### config.mk
export PLATFORM = sky130hd
export DESIGN_NAME = numa_aware_queue_lock_arbiter
export DESIGN_NICKNAME = d
export VERILOG_FILES = /design/src/rtl/core/nqla_pkg.sv /design/src/rtl/core/nqla_ram.sv /design/src/rtl/core/nqla_ctrl.sv /design/src/rtl/core/nqla_dp.sv /design/src/rtl/core/numa_aware_queue_lock_arbiter.sv
export SDC_FILE = /design/constraint.sdc
export NUM_CORES = 2
export LEC_CHECK = 0
export ABC_AREA = 0
export BUFFER_PORTS_ARGS = -buffer_cell sky130_fd_sc_hd__buf_2
export CAP_MARGIN = 20
export CELL_PAD_IN_SITES_DETAIL_PLACEMENT = 1
export CELL_PAD_IN_SITES_GLOBAL_PLACEMENT = 2
export CORE_MARGIN = 1.5
export CORE_UTILIZATION = 51
export CTS_BUF_LIST = sky130_fd_sc_hd__clkbuf_8
export CTS_CLUSTER_SIZE = 40
export DETAILED_ROUTE_END_ITERATION = 6
export PLACE_DENSITY_LB_ADDON = 0.1
export SYNTH_ARGS = -nofsm -noshare
export SYNTH_HDL_FRONTEND = slang
export SYNTH_SLANG_ARGS = --single-unit
### constraint.sdc
create_clock -name clk -period 9.1 [get_ports clk]
set_input_delay 0.455 -clock clk [delete_from_list [all_inputs] [get_ports clk]]
set_output_delay 0.455 -clock clk [all_outputs]
set_load 0.1 [all_outputs]
### src/rtl/core/nqla_pkg.sv
package nqla_pkg;

	localparam logic [1:0] FUNC_LOCK    = 2'd0;
	localparam logic [1:0] FUNC_TRYLOCK = 2'd1;
	localparam logic [1:0] FUNC_UNLOCK  = 2'd2;

	localparam logic [2:0] ST_ACQUIRED = 3'd0;
	localparam logic [2:0] ST_QUEUED   = 3'd1;
	localparam logic [2:0] ST_BUSY     = 3'd2;
	localparam logic [2:0] ST_RELEASED = 3'd3;
	localparam logic [2:0] ST_ERROR    = 3'd4;

	localparam logic [31:0] LOCAL_MASK = 32'h0000ffff;

	typedef struct packed {
		logic load;
		logic decide;
		logic rng_rd;
		logic unlock_a;
		logic walk_rd;
		logic walk_eval;
		logic fin_rd;
		logic finish;
	} nqla_cmd_t;

	typedef struct packed {
		logic is_unlock;
		logic keep_local;
		logic need_walk;
		logic walk_found;
		logic walk_end;
	} nqla_stat_t;

endpackage

### src/rtl/core/nqla_ram.sv
module nqla_ram #(
	parameter int WIDTH = 8,
	parameter int DEPTH = 64
) (
	input  logic                     clk,
	input  logic                     we,
	input  logic [$clog2(DEPTH)-1:0] waddr,
	input  logic [WIDTH-1:0]         wdata,
	input  logic [$clog2(DEPTH)-1:0] raddr,
	output logic [WIDTH-1:0]         rdata
);

	logic [WIDTH-1:0] mem [DEPTH];

	always_ff @(posedge clk) begin
		if (we) begin
			mem[waddr] <= wdata;
		end
		rdata <= mem[raddr];
	end

endmodule

### src/rtl/core/nqla_ctrl.sv
module nqla_ctrl (
	input  logic                clk,
	input  logic                arst_n,
	input  logic                start,
	output logic                busy,
	output nqla_pkg::nqla_cmd_t cmd,
	input  nqla_pkg::nqla_stat_t stat
);

	localparam logic [2:0] S_IDLE   = 3'd0;
	localparam logic [2:0] S_DEC    = 3'd1;
	localparam logic [2:0] S_RNG    = 3'd2;
	localparam logic [2:0] S_UNA    = 3'd3;
	localparam logic [2:0] S_WRD    = 3'd4;
	localparam logic [2:0] S_WEV    = 3'd5;
	localparam logic [2:0] S_FRD    = 3'd6;
	localparam logic [2:0] S_FIN    = 3'd7;

	logic [2:0] state_q;
	logic [2:0] state_d;

	assign busy = (state_q != S_IDLE);

	always_comb begin
		cmd = '0;
		state_d = state_q;
		case (state_q)
			S_IDLE: begin
				if (start) begin
					cmd.load = 1'b1;
					state_d = S_DEC;
				end
			end
			S_DEC: begin
				cmd.decide = 1'b1;
				state_d = stat.is_unlock ? S_RNG : S_IDLE;
			end
			S_RNG: begin
				cmd.rng_rd = 1'b1;
				state_d = S_UNA;
			end
			S_UNA: begin
				cmd.unlock_a = 1'b1;
				state_d = stat.need_walk ? S_WRD : S_FRD;
			end
			S_WRD: begin
				cmd.walk_rd = 1'b1;
				state_d = S_WEV;
			end
			S_WEV: begin
				cmd.walk_eval = 1'b1;
				state_d = (stat.walk_found || stat.walk_end) ? S_FRD : S_WRD;
			end
			S_FRD: begin
				cmd.fin_rd = 1'b1;
				state_d = S_FIN;
			end
			S_FIN: begin
				cmd.finish = 1'b1;
				state_d = S_IDLE;
			end
			default: state_d = S_IDLE;
		endcase
	end

	always_ff @(posedge clk or negedge arst_n) begin
		if (!arst_n) begin
			state_q <= S_IDLE;
		end else begin
			state_q <= state_d;
		end
	end

endmodule

### src/rtl/core/nqla_dp.sv
module nqla_dp #(
	parameter int THREADS    = 64,
	parameter int LOCAL_ODDS = 1024
) (
	input  logic                 clk,
	input  logic                 arst_n,
	input  nqla_pkg::nqla_cmd_t  cmd,
	output nqla_pkg::nqla_stat_t stat,
	input  logic [1:0]           func,
	input  logic [5:0]           thread_id,
	input  logic [1:0]           socket,
	output logic                 done,
	output logic [2:0]           status,
	output logic                 grant_valid,
	output logic [5:0]           grant_thread
);

	localparam int AW = $clog2(THREADS);
	localparam logic [31:0] ODDS_MASK = 32'(LOCAL_ODDS - 1) & nqla_pkg::LOCAL_MASK;

	logic [1:0]  func_q;
	logic [5:0]  t_q;
	logic [1:0]  s_q;
	logic        in_range;
	logic [AW-1:0] ti;

	logic        holder_valid_q, holder_known_q;
	logic [5:0]  holder_thread_q;
	logic [1:0]  holder_socket_q;
	logic        main_ne_q, sec_ne_q;
	logic [5:0]  main_head_q, main_last_q, sec_head_q, sec_last_q;
	logic [THREADS-1:0] waiting_q;
	logic [THREADS-1:0] seeded_q;

	logic [5:0]  cur_q, prev_q, succ_q;
	logic        first_q, keep_q, want_fin_q;
	logic [1:0]  my_sock_q;

	logic        done_q;
	logic [2:0]  status_q;
	logic        gv_q;
	logic [5:0]  gt_q;

	logic          link_we, sock_we, rng_we;
	logic [AW-1:0] link_wa, link_ra;
	logic [5:0]    link_wd, link_rd;
	logic [AW-1:0] sock_ra;
	logic [1:0]    sock_rd;
	logic [31:0]   rng_rd, rng_wd, v0, v1, v2, v3;

	assign in_range = ({26'd0, t_q} < 32'(THREADS));
	assign ti = AW'(t_q);

	nqla_ram #(.WIDTH(6), .DEPTH(THREADS)) u_link (
		.clk(clk), .we(link_we), .waddr(link_wa), .wdata(link_wd),
		.raddr(link_ra), .rdata(link_rd)
	);
	nqla_ram #(.WIDTH(2), .DEPTH(THREADS)) u_sock (
		.clk(clk), .we(sock_we), .waddr(ti), .wdata(s_q),
		.raddr(sock_ra), .rdata(sock_rd)
	);
	nqla_ram #(.WIDTH(32), .DEPTH(THREADS)) u_rng (
		.clk(clk), .we(rng_we), .waddr(ti), .wdata(rng_wd),
		.raddr(ti), .rdata(rng_rd)
	);

	logic known, is_holder;
	assign is_holder = holder_valid_q && (holder_thread_q == t_q);
	assign known = is_holder || waiting_q[ti];

	assign v0 = seeded_q[ti] ? rng_rd : 32'({26'd0, t_q} + 32'd1);
	assign v1 = v0 ^ (v0 << 6);
	assign v2 = v1 ^ (v1 >> 21);
	assign v3 = v2 ^ (v2 << 7);
	assign rng_wd = (v3 == 32'd0) ? 32'd0 : v3;

	always_comb begin
		stat.is_unlock = in_range && (func_q == nqla_pkg::FUNC_UNLOCK) && is_holder
			&& (main_ne_q || sec_ne_q);
		stat.keep_local = (v3 & ODDS_MASK) != 32'd0;
		stat.need_walk = main_ne_q && stat.keep_local;
		stat.walk_found = (sock_rd == my_sock_q);
		stat.walk_end = (cur_q == main_last_q);
	end

	always_comb begin
		link_we = 1'b0;
		link_wa = AW'(main_last_q);
		link_wd = t_q;
		sock_we = 1'b0;
		rng_we = 1'b0;
		link_ra = AW'(cur_q);
		sock_ra = AW'(cur_q);
		if (cmd.decide && in_range && !known && holder_valid_q
			&& func_q == nqla_pkg::FUNC_LOCK) begin
			sock_we = 1'b1;
			link_we = main_ne_q;
		end
		if (cmd.unlock_a && main_ne_q) begin
			rng_we = 1'b1;
		end
		if (cmd.walk_eval && stat.walk_found && !first_q) begin
			link_we = sec_ne_q;
			link_wa = AW'(sec_last_q);
			link_wd = main_head_q;
		end
		if (cmd.fin_rd) begin
			link_ra = AW'(succ_q);
			sock_ra = AW'(succ_q);
		end
		if (cmd.finish && want_fin_q && sec_head_q != sec_last_q && sec_ne_q) begin
			link_we = 1'b1;
			link_wa = AW'(sec_last_q);
			link_wd = main_head_q;
		end
	end

	always_ff @(posedge clk) begin
		if (cmd.load) begin
			func_q <= func;
			t_q <= thread_id;
			s_q <= socket;
		end
	end

	always_ff @(posedge clk or negedge arst_n) begin
		if (!arst_n) begin
			holder_valid_q <= 1'b0;
			holder_known_q <= 1'b0;
			holder_thread_q <= '0;
			holder_socket_q <= '0;
			main_ne_q <= 1'b0;
			sec_ne_q <= 1'b0;
			main_head_q <= '0;
			main_last_q <= '0;
			sec_head_q <= '0;
			sec_last_q <= '0;
			waiting_q <= '0;
			seeded_q <= '0;
			cur_q <= '0;
			prev_q <= '0;
			succ_q <= '0;
			first_q <= 1'b0;
			keep_q <= 1'b0;
			want_fin_q <= 1'b0;
			my_sock_q <= '0;
			done_q <= 1'b0;
			status_q <= '0;
			gv_q <= 1'b0;
			gt_q <= '0;
		end else begin
			done_q <= 1'b0;
			if (cmd.decide) begin
				gv_q <= 1'b0;
				gt_q <= '0;
				if (!in_range) begin
					done_q <= 1'b1;
					status_q <= nqla_pkg::ST_ERROR;
				end else if (func_q == nqla_pkg::FUNC_LOCK
					|| func_q == nqla_pkg::FUNC_TRYLOCK) begin
					done_q <= 1'b1;
					if (known) begin
						status_q <= nqla_pkg::ST_ERROR;
					end else if (!holder_valid_q) begin
						holder_valid_q <= 1'b1;
						holder_thread_q <= t_q;
						holder_socket_q <= '0;
						holder_known_q <= 1'b0;
						status_q <= nqla_pkg::ST_ACQUIRED;
					end else if (func_q == nqla_pkg::FUNC_TRYLOCK) begin
						status_q <= nqla_pkg::ST_BUSY;
					end else begin
						waiting_q[ti] <= 1'b1;
						if (!main_ne_q) begin
							main_head_q <= t_q;
						end
						main_last_q <= t_q;
						main_ne_q <= 1'b1;
						status_q <= nqla_pkg::ST_QUEUED;
					end
				end else if (func_q == nqla_pkg::FUNC_UNLOCK && is_holder) begin
					if (!main_ne_q && !sec_ne_q) begin
						done_q <= 1'b1;
						holder_valid_q <= 1'b0;
						holder_known_q <= 1'b0;
						status_q <= nqla_pkg::ST_RELEASED;
					end
				end else begin
					done_q <= 1'b1;
					status_q <= nqla_pkg::ST_ERROR;
				end
			end
			if (cmd.unlock_a) begin
				cur_q <= main_head_q;
				prev_q <= main_head_q;
				first_q <= 1'b1;
				my_sock_q <= holder_known_q ? holder_socket_q : s_q;
				want_fin_q <= 1'b0;
				if (!main_ne_q) begin
					succ_q <= sec_head_q;
					if (sec_head_q != sec_last_q) begin
						main_head_q <= 6'd0;
						main_last_q <= sec_last_q;
						main_ne_q <= 1'b1;
						keep_q <= 1'b1;
					end else begin
						keep_q <= 1'b0;
					end
					sec_ne_q <= 1'b0;
				end else begin
					seeded_q[ti] <= 1'b1;
					keep_q <= 1'b0;
					if (!stat.keep_local) begin
						want_fin_q <= 1'b1;
						succ_q <= sec_ne_q ? sec_head_q : main_head_q;
					end
				end
			end
			if (cmd.walk_eval) begin
				if (stat.walk_found) begin
					if (!first_q) begin
						if (!sec_ne_q) begin
							sec_head_q <= main_head_q;
						end
						sec_last_q <= prev_q;
						sec_ne_q <= 1'b1;
					end
					succ_q <= cur_q;
					keep_q <= 1'b0;
					if (cur_q == main_last_q) begin
						main_ne_q <= 1'b0;
					end else begin
						main_head_q <= link_rd;
					end
				end else if (cur_q == main_last_q) begin
					want_fin_q <= 1'b1;
					succ_q <= sec_ne_q ? sec_head_q : main_head_q;
				end else begin
					prev_q <= cur_q;
					cur_q <= link_rd;
					first_q <= 1'b0;
				end
			end
			if (cmd.finish) begin
				if (keep_q) begin
					main_head_q <= link_rd;
				end
				if (want_fin_q) begin
					if (sec_ne_q) begin
						if (sec_head_q != sec_last_q) begin
							main_head_q <= link_rd;
						end
						sec_ne_q <= 1'b0;
					end else if (main_head_q == main_last_q) begin
						main_ne_q <= 1'b0;
					end else begin
						main_head_q <= link_rd;
					end
				end
				waiting_q[AW'(succ_q)] <= 1'b0;
				holder_thread_q <= succ_q;
				holder_socket_q <= sock_rd;
				holder_known_q <= 1'b1;
				done_q <= 1'b1;
				status_q <= nqla_pkg::ST_RELEASED;
				gv_q <= 1'b1;
				gt_q <= succ_q;
			end
		end
	end

	assign done = done_q;
	assign status = status_q;
	assign grant_valid = gv_q;
	assign grant_thread = gt_q;

endmodule

### src/rtl/core/numa_aware_queue_lock_arbiter.sv
// Channel   Signals                               Transfer
// request   start, func, thread_id, socket        start high while busy is low
// result    done, status, grant_valid, grant_thread  done high for one cycle
//
// Lock, trylock, an error and a plain release are answered from S_DEC via the
// registered done. An unlock with a handoff runs S_DEC, S_RNG and S_UNA, then
// the socket search if needed (S_WRD, S_WEV per main waiter visited, one link
// RAM read each), S_FRD and S_FIN. Reset clears the holder, queues and flags.
// The result cannot be stalled; the next request is taken once busy falls.
module numa_aware_queue_lock_arbiter #(
	parameter int THREADS    = 64,
	parameter int LOCAL_ODDS = 1024
) (
	input  logic       clk,
	input  logic       arst_n,
	input  logic       start,
	output logic       busy,
	input  logic [1:0] func,
	input  logic [5:0] thread_id,
	input  logic [1:0] socket,
	output logic       done,
	output logic [2:0] status,
	output logic       grant_valid,
	output logic [5:0] grant_thread
);

	nqla_pkg::nqla_cmd_t  cmd;
	nqla_pkg::nqla_stat_t stat;

	nqla_ctrl u_ctrl (
		.clk(clk), .arst_n(arst_n), .start(start), .busy(busy),
		.cmd(cmd), .stat(stat)
	);

	nqla_dp #(.THREADS(THREADS), .LOCAL_ODDS(LOCAL_ODDS)) u_dp (
		.clk(clk), .arst_n(arst_n), .cmd(cmd), .stat(stat),
		.func(func), .thread_id(thread_id), .socket(socket),
		.done(done), .status(status), .grant_valid(grant_valid),
		.grant_thread(grant_thread)
	);

endmodule

Yosys cells after proc, flatten, opt, wreduce, memory -nomap -nowiden
Memory sizes are Yosys's and may differ from the RTL's. A register that Yosys moved wholly into a read port is not among the register bits.
Index checks and enable logic that the tools add are counted.
W data, S select, Z words.
Storage, ports and cells
  memories kept: 3
  output and inout port bits: 12
  register bits: 211
  RAM bits: 2560
Memory list
  u_dp.u_rng.mem: words 64, width 32, rd ports 1, clocked after Yosys merged registers in 1, write ports 1, line nqla_ram.sv:13  | logic [WIDTH-1:0] mem [DEPTH];
  u_dp.u_link.mem: words 64, width 6, rd ports 1, clocked after Yosys merged registers in 1, write ports 1, line nqla_ram.sv:13
  u_dp.u_sock.mem: words 64, width 2, rd ports 1, clocked after Yosys merged registers in 1, write ports 1, line nqla_ram.sv:13
Operators by class
  add/sub/neg operators: 1
  multiplexer cells: 160
  equal/unequal tests: 21
  reductions and logical operators: 41
  bitwise operators: 8
  $lt $le $gt $ge: 4
Operators with widths (number)
  $mux W64: 6
  $mux W6: 53
  $or A64 B64 Y64: 2
  $mux W1: 76
  $and A64 B64 Y64: 1
  $mux W32: 2
  $not A64 Y64: 1
  $xor A32 B32 Y32: 2
  $logic_not A32 Y1: 1
  $reduce_bool A32 Y1: 1
  $xor A32 B11 Y32: 1
  $mux W3: 8
  $pmux W3 S8: 1
  $mux W2: 10
  $eq A6 B6 Y1: 3
  $logic_and A1 B1 Y1: 16
  $lt A6 B7 Y1 const B: 2
  $bmux W1 S6: 2
  $demux W1 S6: 2
  $eq A3 B3 Y1 const B: 4
  $ge A6 B1 Y1 const B: 2
  $reduce_bool A3 Y1: 3
  $reduce_and A4 Y1: 2
  $reduce_bool A2 Y1: 4
  other kinds (19): 30

Logic depth before layout (Yosys ltp)
  depth in word-level cells: 17
  mapped depth: 13
  mapped depth without buffers: 8

Cells and area by module
A second synthesis with hierarchy kept.
Second synthesis, totals
  cells, all modules: 5560
  area, all modules: 110811.3 um2
Modules (own cells, without submodules)
  nqla_ram (u_dp.u_rng): area an instance 78515.3 um2, times used 1, cells an instance 3324, sequential area each 62139.6 um2
  nqla_ram (u_dp.u_link): area an instance 15177.1 um2, times used 1, cells an instance 727, sequential area each 11651.2 um2
  nqla_dp: area an instance 11514.8 um2, times used 1, cells an instance 1161, sequential area each 5255.0 um2
  nqla_ram (u_dp.u_sock): area an instance 5397.7 um2, times used 1, cells an instance 324, sequential area each 3883.7 um2
  nqla_ctrl: area an instance 206.4 um2, times used 1, cells an instance 24, sequential area each 75.1 um2

Worst setup path after synthesis
Ideal clock, no wire load.
  path type: reg-to-reg
  from: register u_dp.t_q[0]
  to: memory u_dp.u_rng.mem[0][10] (data pin)
  required time: 8.565 ns
  path buffers: 3
  arrival: 6.013 ns
  path slack: 2.552 ns
  stages on the path, launching flop included: 10
  library setup time: 0.535 ns
  path through: edfxtp_1 buf_4 buf_4 mux4_2 a22o_1 a222oi_1 nand3_2 buf_1 mux2i_1 xor2_1
Between the ends
  cells in the longest elaborated chain, start to end: 8
Ends and longest elaborated chain
  start, declared: line nqla_dp.sv:22  | logic [5:0] t_q;
  start signal, assigned: line nqla_dp.sv:121  | t_q <= thread_id;
  $bmux W1 S6: line nqla_dp.sv:71  | assign v0 = seeded_q[ti] ? rng_rd : 32'({26'd0, t_q} + 32'd1);
  $mux W1 (implied by the code): line nqla_dp.sv:71
  $mux W32 *: line nqla_dp.sv:71
  $xor A32 B32 Y32 *: line nqla_dp.sv:72  | assign v1 = v0 ^ (v0 << 6);
  $xor A32 B11 Y32 *: line nqla_dp.sv:73  | assign v2 = v1 ^ (v1 >> 21);
  $xor A32 B32 Y32 *: line nqla_dp.sv:74  | assign v3 = v2 ^ (v2 << 7);
  $logic_not A32 Y1: line nqla_dp.sv:75  | assign rng_wd = (v3 == 32'd0) ? 32'd0 : v3;
  $mux W32 *: line nqla_dp.sv:75
  net u_dp.rng_wd[10]: line nqla_dp.sv:49  | logic [31:0] rng_rd, rng_wd, v0, v1, v2, v3;
  end, declared: line nqla_ram.sv:13
Mark *: on every way through the listed nets, which the timed path passes. The rest lies on a longest branch. The select of a mux whose other input is x is not followed.

Final worst setup path
  from: register u_dp.t_q[0]
  to: memory u_dp.u_rng.mem[27][11] (data pin)
The elaborated chain is that of the path after synthesis.

==> results.py <==
metrics = {
    "timing": {
        "rsz0062_at_grt": "no",
        "maxSlewHeadroom_pct": 16.6,
        "fin_tns_setup_ns": 0,
        "fmax_mhz": 169,
        "worst_slack_ns": 3.18,
        "period_share_pct": 65.0,
        "setup_viol": 0,
        "hold_viol_final": 0,
        "fin_skew_ns": 0.105,
        "final_max_slew_viol_count": 0,
        "tightest_slew_ns": 1.25,
        "period_needed_ns": 5.92,
    },
    "power_and_ir_drop": {
        "swShare_pct": 32.4,
        "power_frac_seq_pct": 48.2,
        "p_int_w": 0.0244,
        "power.switching_w": 0.0117,
        "power_frac_comb_pct": 23.7,
        "p_leak_nw": 38.4,
        "p_total_w": 0.0362,
        "peakVddDrop_uv": 310,
        "power_frac_clock_pct": 28.1,
        "power.density_mw_per_mm2": 304,
    },
    "clock_tree": {
        "root_buffer": "clkbuf_8",
        "cts_sinks": 2811,
        "insertion_delay_ns": 1.14,
        "cts_tree": "done",
        "path_clk_slew_ns": 0.06,
        "cts_buffer_depth": 4,
        "postCtsSetupBuffers": 0,
        "htree_levels": 5,
        "cts_resized": 0,
        "cts_buffers": 456,
    },
    "die": {
        "die_area_mm2": 0.210,
        "pin_count": 25,
        "die_h_um": 458,
        "start_util_pct": 51.5,
        "rows": 166,
        "placeableCoreArea_mm2": 0.205,
        "die_w_um": 458,
    },
    "placement": {
        "gp_congestion": 0.836,
        "dpl_worst_slack_ns": 3.23,
        "io_buffer_count": 24,
        "postPlaceCellArea_mm2": 0.110,
        "dp_hpwl_um": 186000,
        "placedCellCount": 8459,
    },
    "finish": {
        "area_growth_pct": 12.5,
        "fillers": 18020,
        "final_area_mm2": 0.119,
        "stdcell_count": 9301,
        "drive_above_1_share_pct": 17.4,
        "nets": 6264,
    },
    "grt": {
        "grt_first_pass_wirelength_um": 492000,
        "grt.overflow.total": 0,
        "antenna_found_initial": 13,
        "grt_pass1_vias": 63767,
        "grtUsageTotal_pct": 33.2,
        "grt_start_max_net_pins": 128,
    },
    "critical_path": {
        "path_cells": "buf_4 > buf_4 > mux4_2 > a22oi_1 > o22a_1 > nand3_2 > buf_4 > mux2i_4 > buf_4 > xor2_4 > buf_4",
        "crit_required_ns": 9.91,
        "critPathBufInv": 5,
        "crit_type": "register to register",
        "crit_top_cell": "buf_4",
        "critPathSlowestCell": "o22a_1",
        "cp-start-kind": "register",
        "endpoint_kind": "register",
        "crit_fanout": 65,
        "critical_path_arrival_ns": 6.73,
        "slowest_delay_ns": 0.82,
        "path_delay_family": "buffers and inverters",
    },
    "yosys": {
        "syn-cell-area_mm2": 0.106,
        "ys_ff_latch": 2811,
        "synth.avg_cell_area_um2": 17.7,
        "ys.flop_type": "edfxtp_1",
        "yosys_warnings": 0,
        "synth-seq-area-share_pct": 78.6,
        "async_reset_ff_share_pct": 7.15,
        "synthesis.instances": 5964,
        "ys_types": 66,
        "synth_fp_nets": 5978,
        "synth_edf_count": 2570,
    },
    "drt": {
        "drt_iter0_drc": 7959,
        "drtPass1Iterations": 5,
        "wl_per_cell_um": 37.8,
        "drtAntennaViolNets": 0,
        "viasPerCell": 6.79,
        "drc": 0,
        "routed_wirelength_um": 351000,
        "vias": 63126,
    },
    "flow_run": {
        "drv_cap": 0,
    },
    "min_path": {
        "worstHoldPathType": "input pin to register",
    },
    "status": {
        "outcome": "finished clean",
    },
}
-- per-layer routing --
layer | part of all wire [%] | wire length [µm] | vias to the layer above | track usage, %
met5 | 0 | 0 | - | 0
met4 | 3.4 | 12000 | 0 | 11.3
met3 | 8.6 | 30300 | 647 | 6.00
met2 | 48 | 169000 | 3432 | 53.5
met1 | 40 | 140000 | 33744 | 46.0
li1 | - | - | 25303 | -
-- final timing paths --
| check | cells past startpoint | from | end | slack, ns |
|---|---|---|---|---|
| worst max register to register | 11 | u_dp.t_q[0] | u_dp.u_rng.mem[27][11] | 3.18 |
| worst max-delay path | 11 | u_dp.t_q[0] | u_dp.u_rng.mem[27][11] | 3.18 |
| worst min register to register | 1 | u_dp.seeded_q[63] | u_dp.seeded_q[63] | 0.46 |
| max in group asynchronous | 5 | arst_n | u_dp.seeded_q[44] | 6.73 |
| worst min-delay path | 2 | socket[0] | u_dp.s_q[0] | 0.12 |
| min in group asynchronous | 4 | arst_n | u_dp.grant_thread[1] | 0.55 |
-- metrics by stage --
| stage | utilization, % | hold WS [ns] |
|---|---|---|
| CTS | 57.8 | 0.00938 |
| detailed placement | 53.7 | 0.450 |
| global route | 57.9 | 0.0568 |
| finish | 57.9 | 0.123 |
| floorplan | - | 0.159 |
| global placement | 53.7 | 0.445 |
-- power by group through the flow --
| stage | combinational [W] | sequential [W] | clock, W |
|---|---|---|---|
| after floorplan | 0.00487 | 0.0177 | 0 |
| after global placement | 0.00823 | 0.0177 | 0 |
| after detailed placement | 0.00847 | 0.0177 | 0 |
| after CTS | 0.00849 | 0.0174 | 0.0103 |
| after global routing | 0.00903 | 0.0175 | 0.0108 |
| final | 0.00856 | 0.0174 | 0.0102 |
-- cells in the final DEF, fill, tap and decap left out, types with 22 or more instances in the layout --
master	synthesis	routed
or2_2	75	74
dfrtp_1	201	201
nand2_1	109	106
clkbuf_8	0	492
o22ai_1	111	111
a21oi_1	156	155
xor2_1	39	34
o21ai_0	36	30
nor3_1	92	90
a221oi_1	207	207
a22oi_1	621	621
clkinv_1	1	88
mux2i_1	58	47
nand3_1	63	62
edfxtp_1	2570	2570
nor4_1	35	35
buf_4	2	169
buf_2	43	23
nor2_1	175	107
a22o_1	204	204
xnor2_1	62	62
clkinv_2	0	41
mux4_2	152	152
nor2_4	0	67
a31oi_1	204	196
inv_1	77	255
nand2b_1	23	22
mux2_2	32	26
nand4_1	71	71
dfxtp_1	40	40
-- cells in the mapped netlist (all sizes together), types with 17 or more instances --
master / n / area [µm²]
and2: 17 / 106
buf: 114 / 489
clkbuf: 289 / 1090
o21ai: 38 / 190
nor2: 175 / 657
o22ai: 111 / 694
a22o: 204 / 1790
mux2: 33 / 372
a21oi: 156 / 781
inv: 77 / 289
xnor2: 62 / 543
a22oi: 621 / 4660
dfrtp: 201 / 5030
dfxtp: 40 / 801
mux2i: 59 / 603
nor3: 92 / 460
edfxtp: 2570 / 77200
nand2: 109 / 409
a221oi: 207 / 1810
mux4: 152 / 3420
nor2b: 17 / 106
or2: 75 / 469
nor4: 35 / 219
nand2b: 23 / 144
nand3: 64 / 325
a31oi: 205 / 1290
nand4: 71 / 444
xor2: 39 / 342
-- sequential cells by signal, indices dropped and copies added (netlist names), 32 cells and up --
name / cells
u_dp.u_rng.mem: 2048
u_dp.u_link.mem: 384
u_dp.u_rng.rdata: 32
u_dp.seeded_q: 64
u_dp.u_sock.mem: 128
u_dp.waiting_q: 64
-- cells by family after synthesis --
family	Yosys count	share of synthesized area (%)
simple gates	712	3.41
fa+ha+maj	1	0.0118
mux	244	4.16
buf+inv	481	1.77
xor+xnor	101	0.838
compound gates	1614	11.2
flops	2811	78.6
-- cell type report --
cell class | instances | area (µm²) | share of cell area, %
antenna | 4 | 10.0 | 0.00843
clock buffer | 491 | 6760 | 5.69
clock inverter | 326 | 1540 | 1.30
inverter | 78 | 293 | 0.247
multi-input combinational | 2672 | 21800 | 18.4
sequential | 2811 | 83000 | 69.9
tap | 2688 | 3360 | 2.83
timing repair buffer | 231 | 2000 | 1.69
-- timing repair --
action | 4_1_cts | 5_1_grt
endpoints found under the hold margin | 86 | 0
hold buffers | 17 | 0
setup endpoints to repair | 0 | 0
Note: power is estimated with default switching activity, not from simulation.
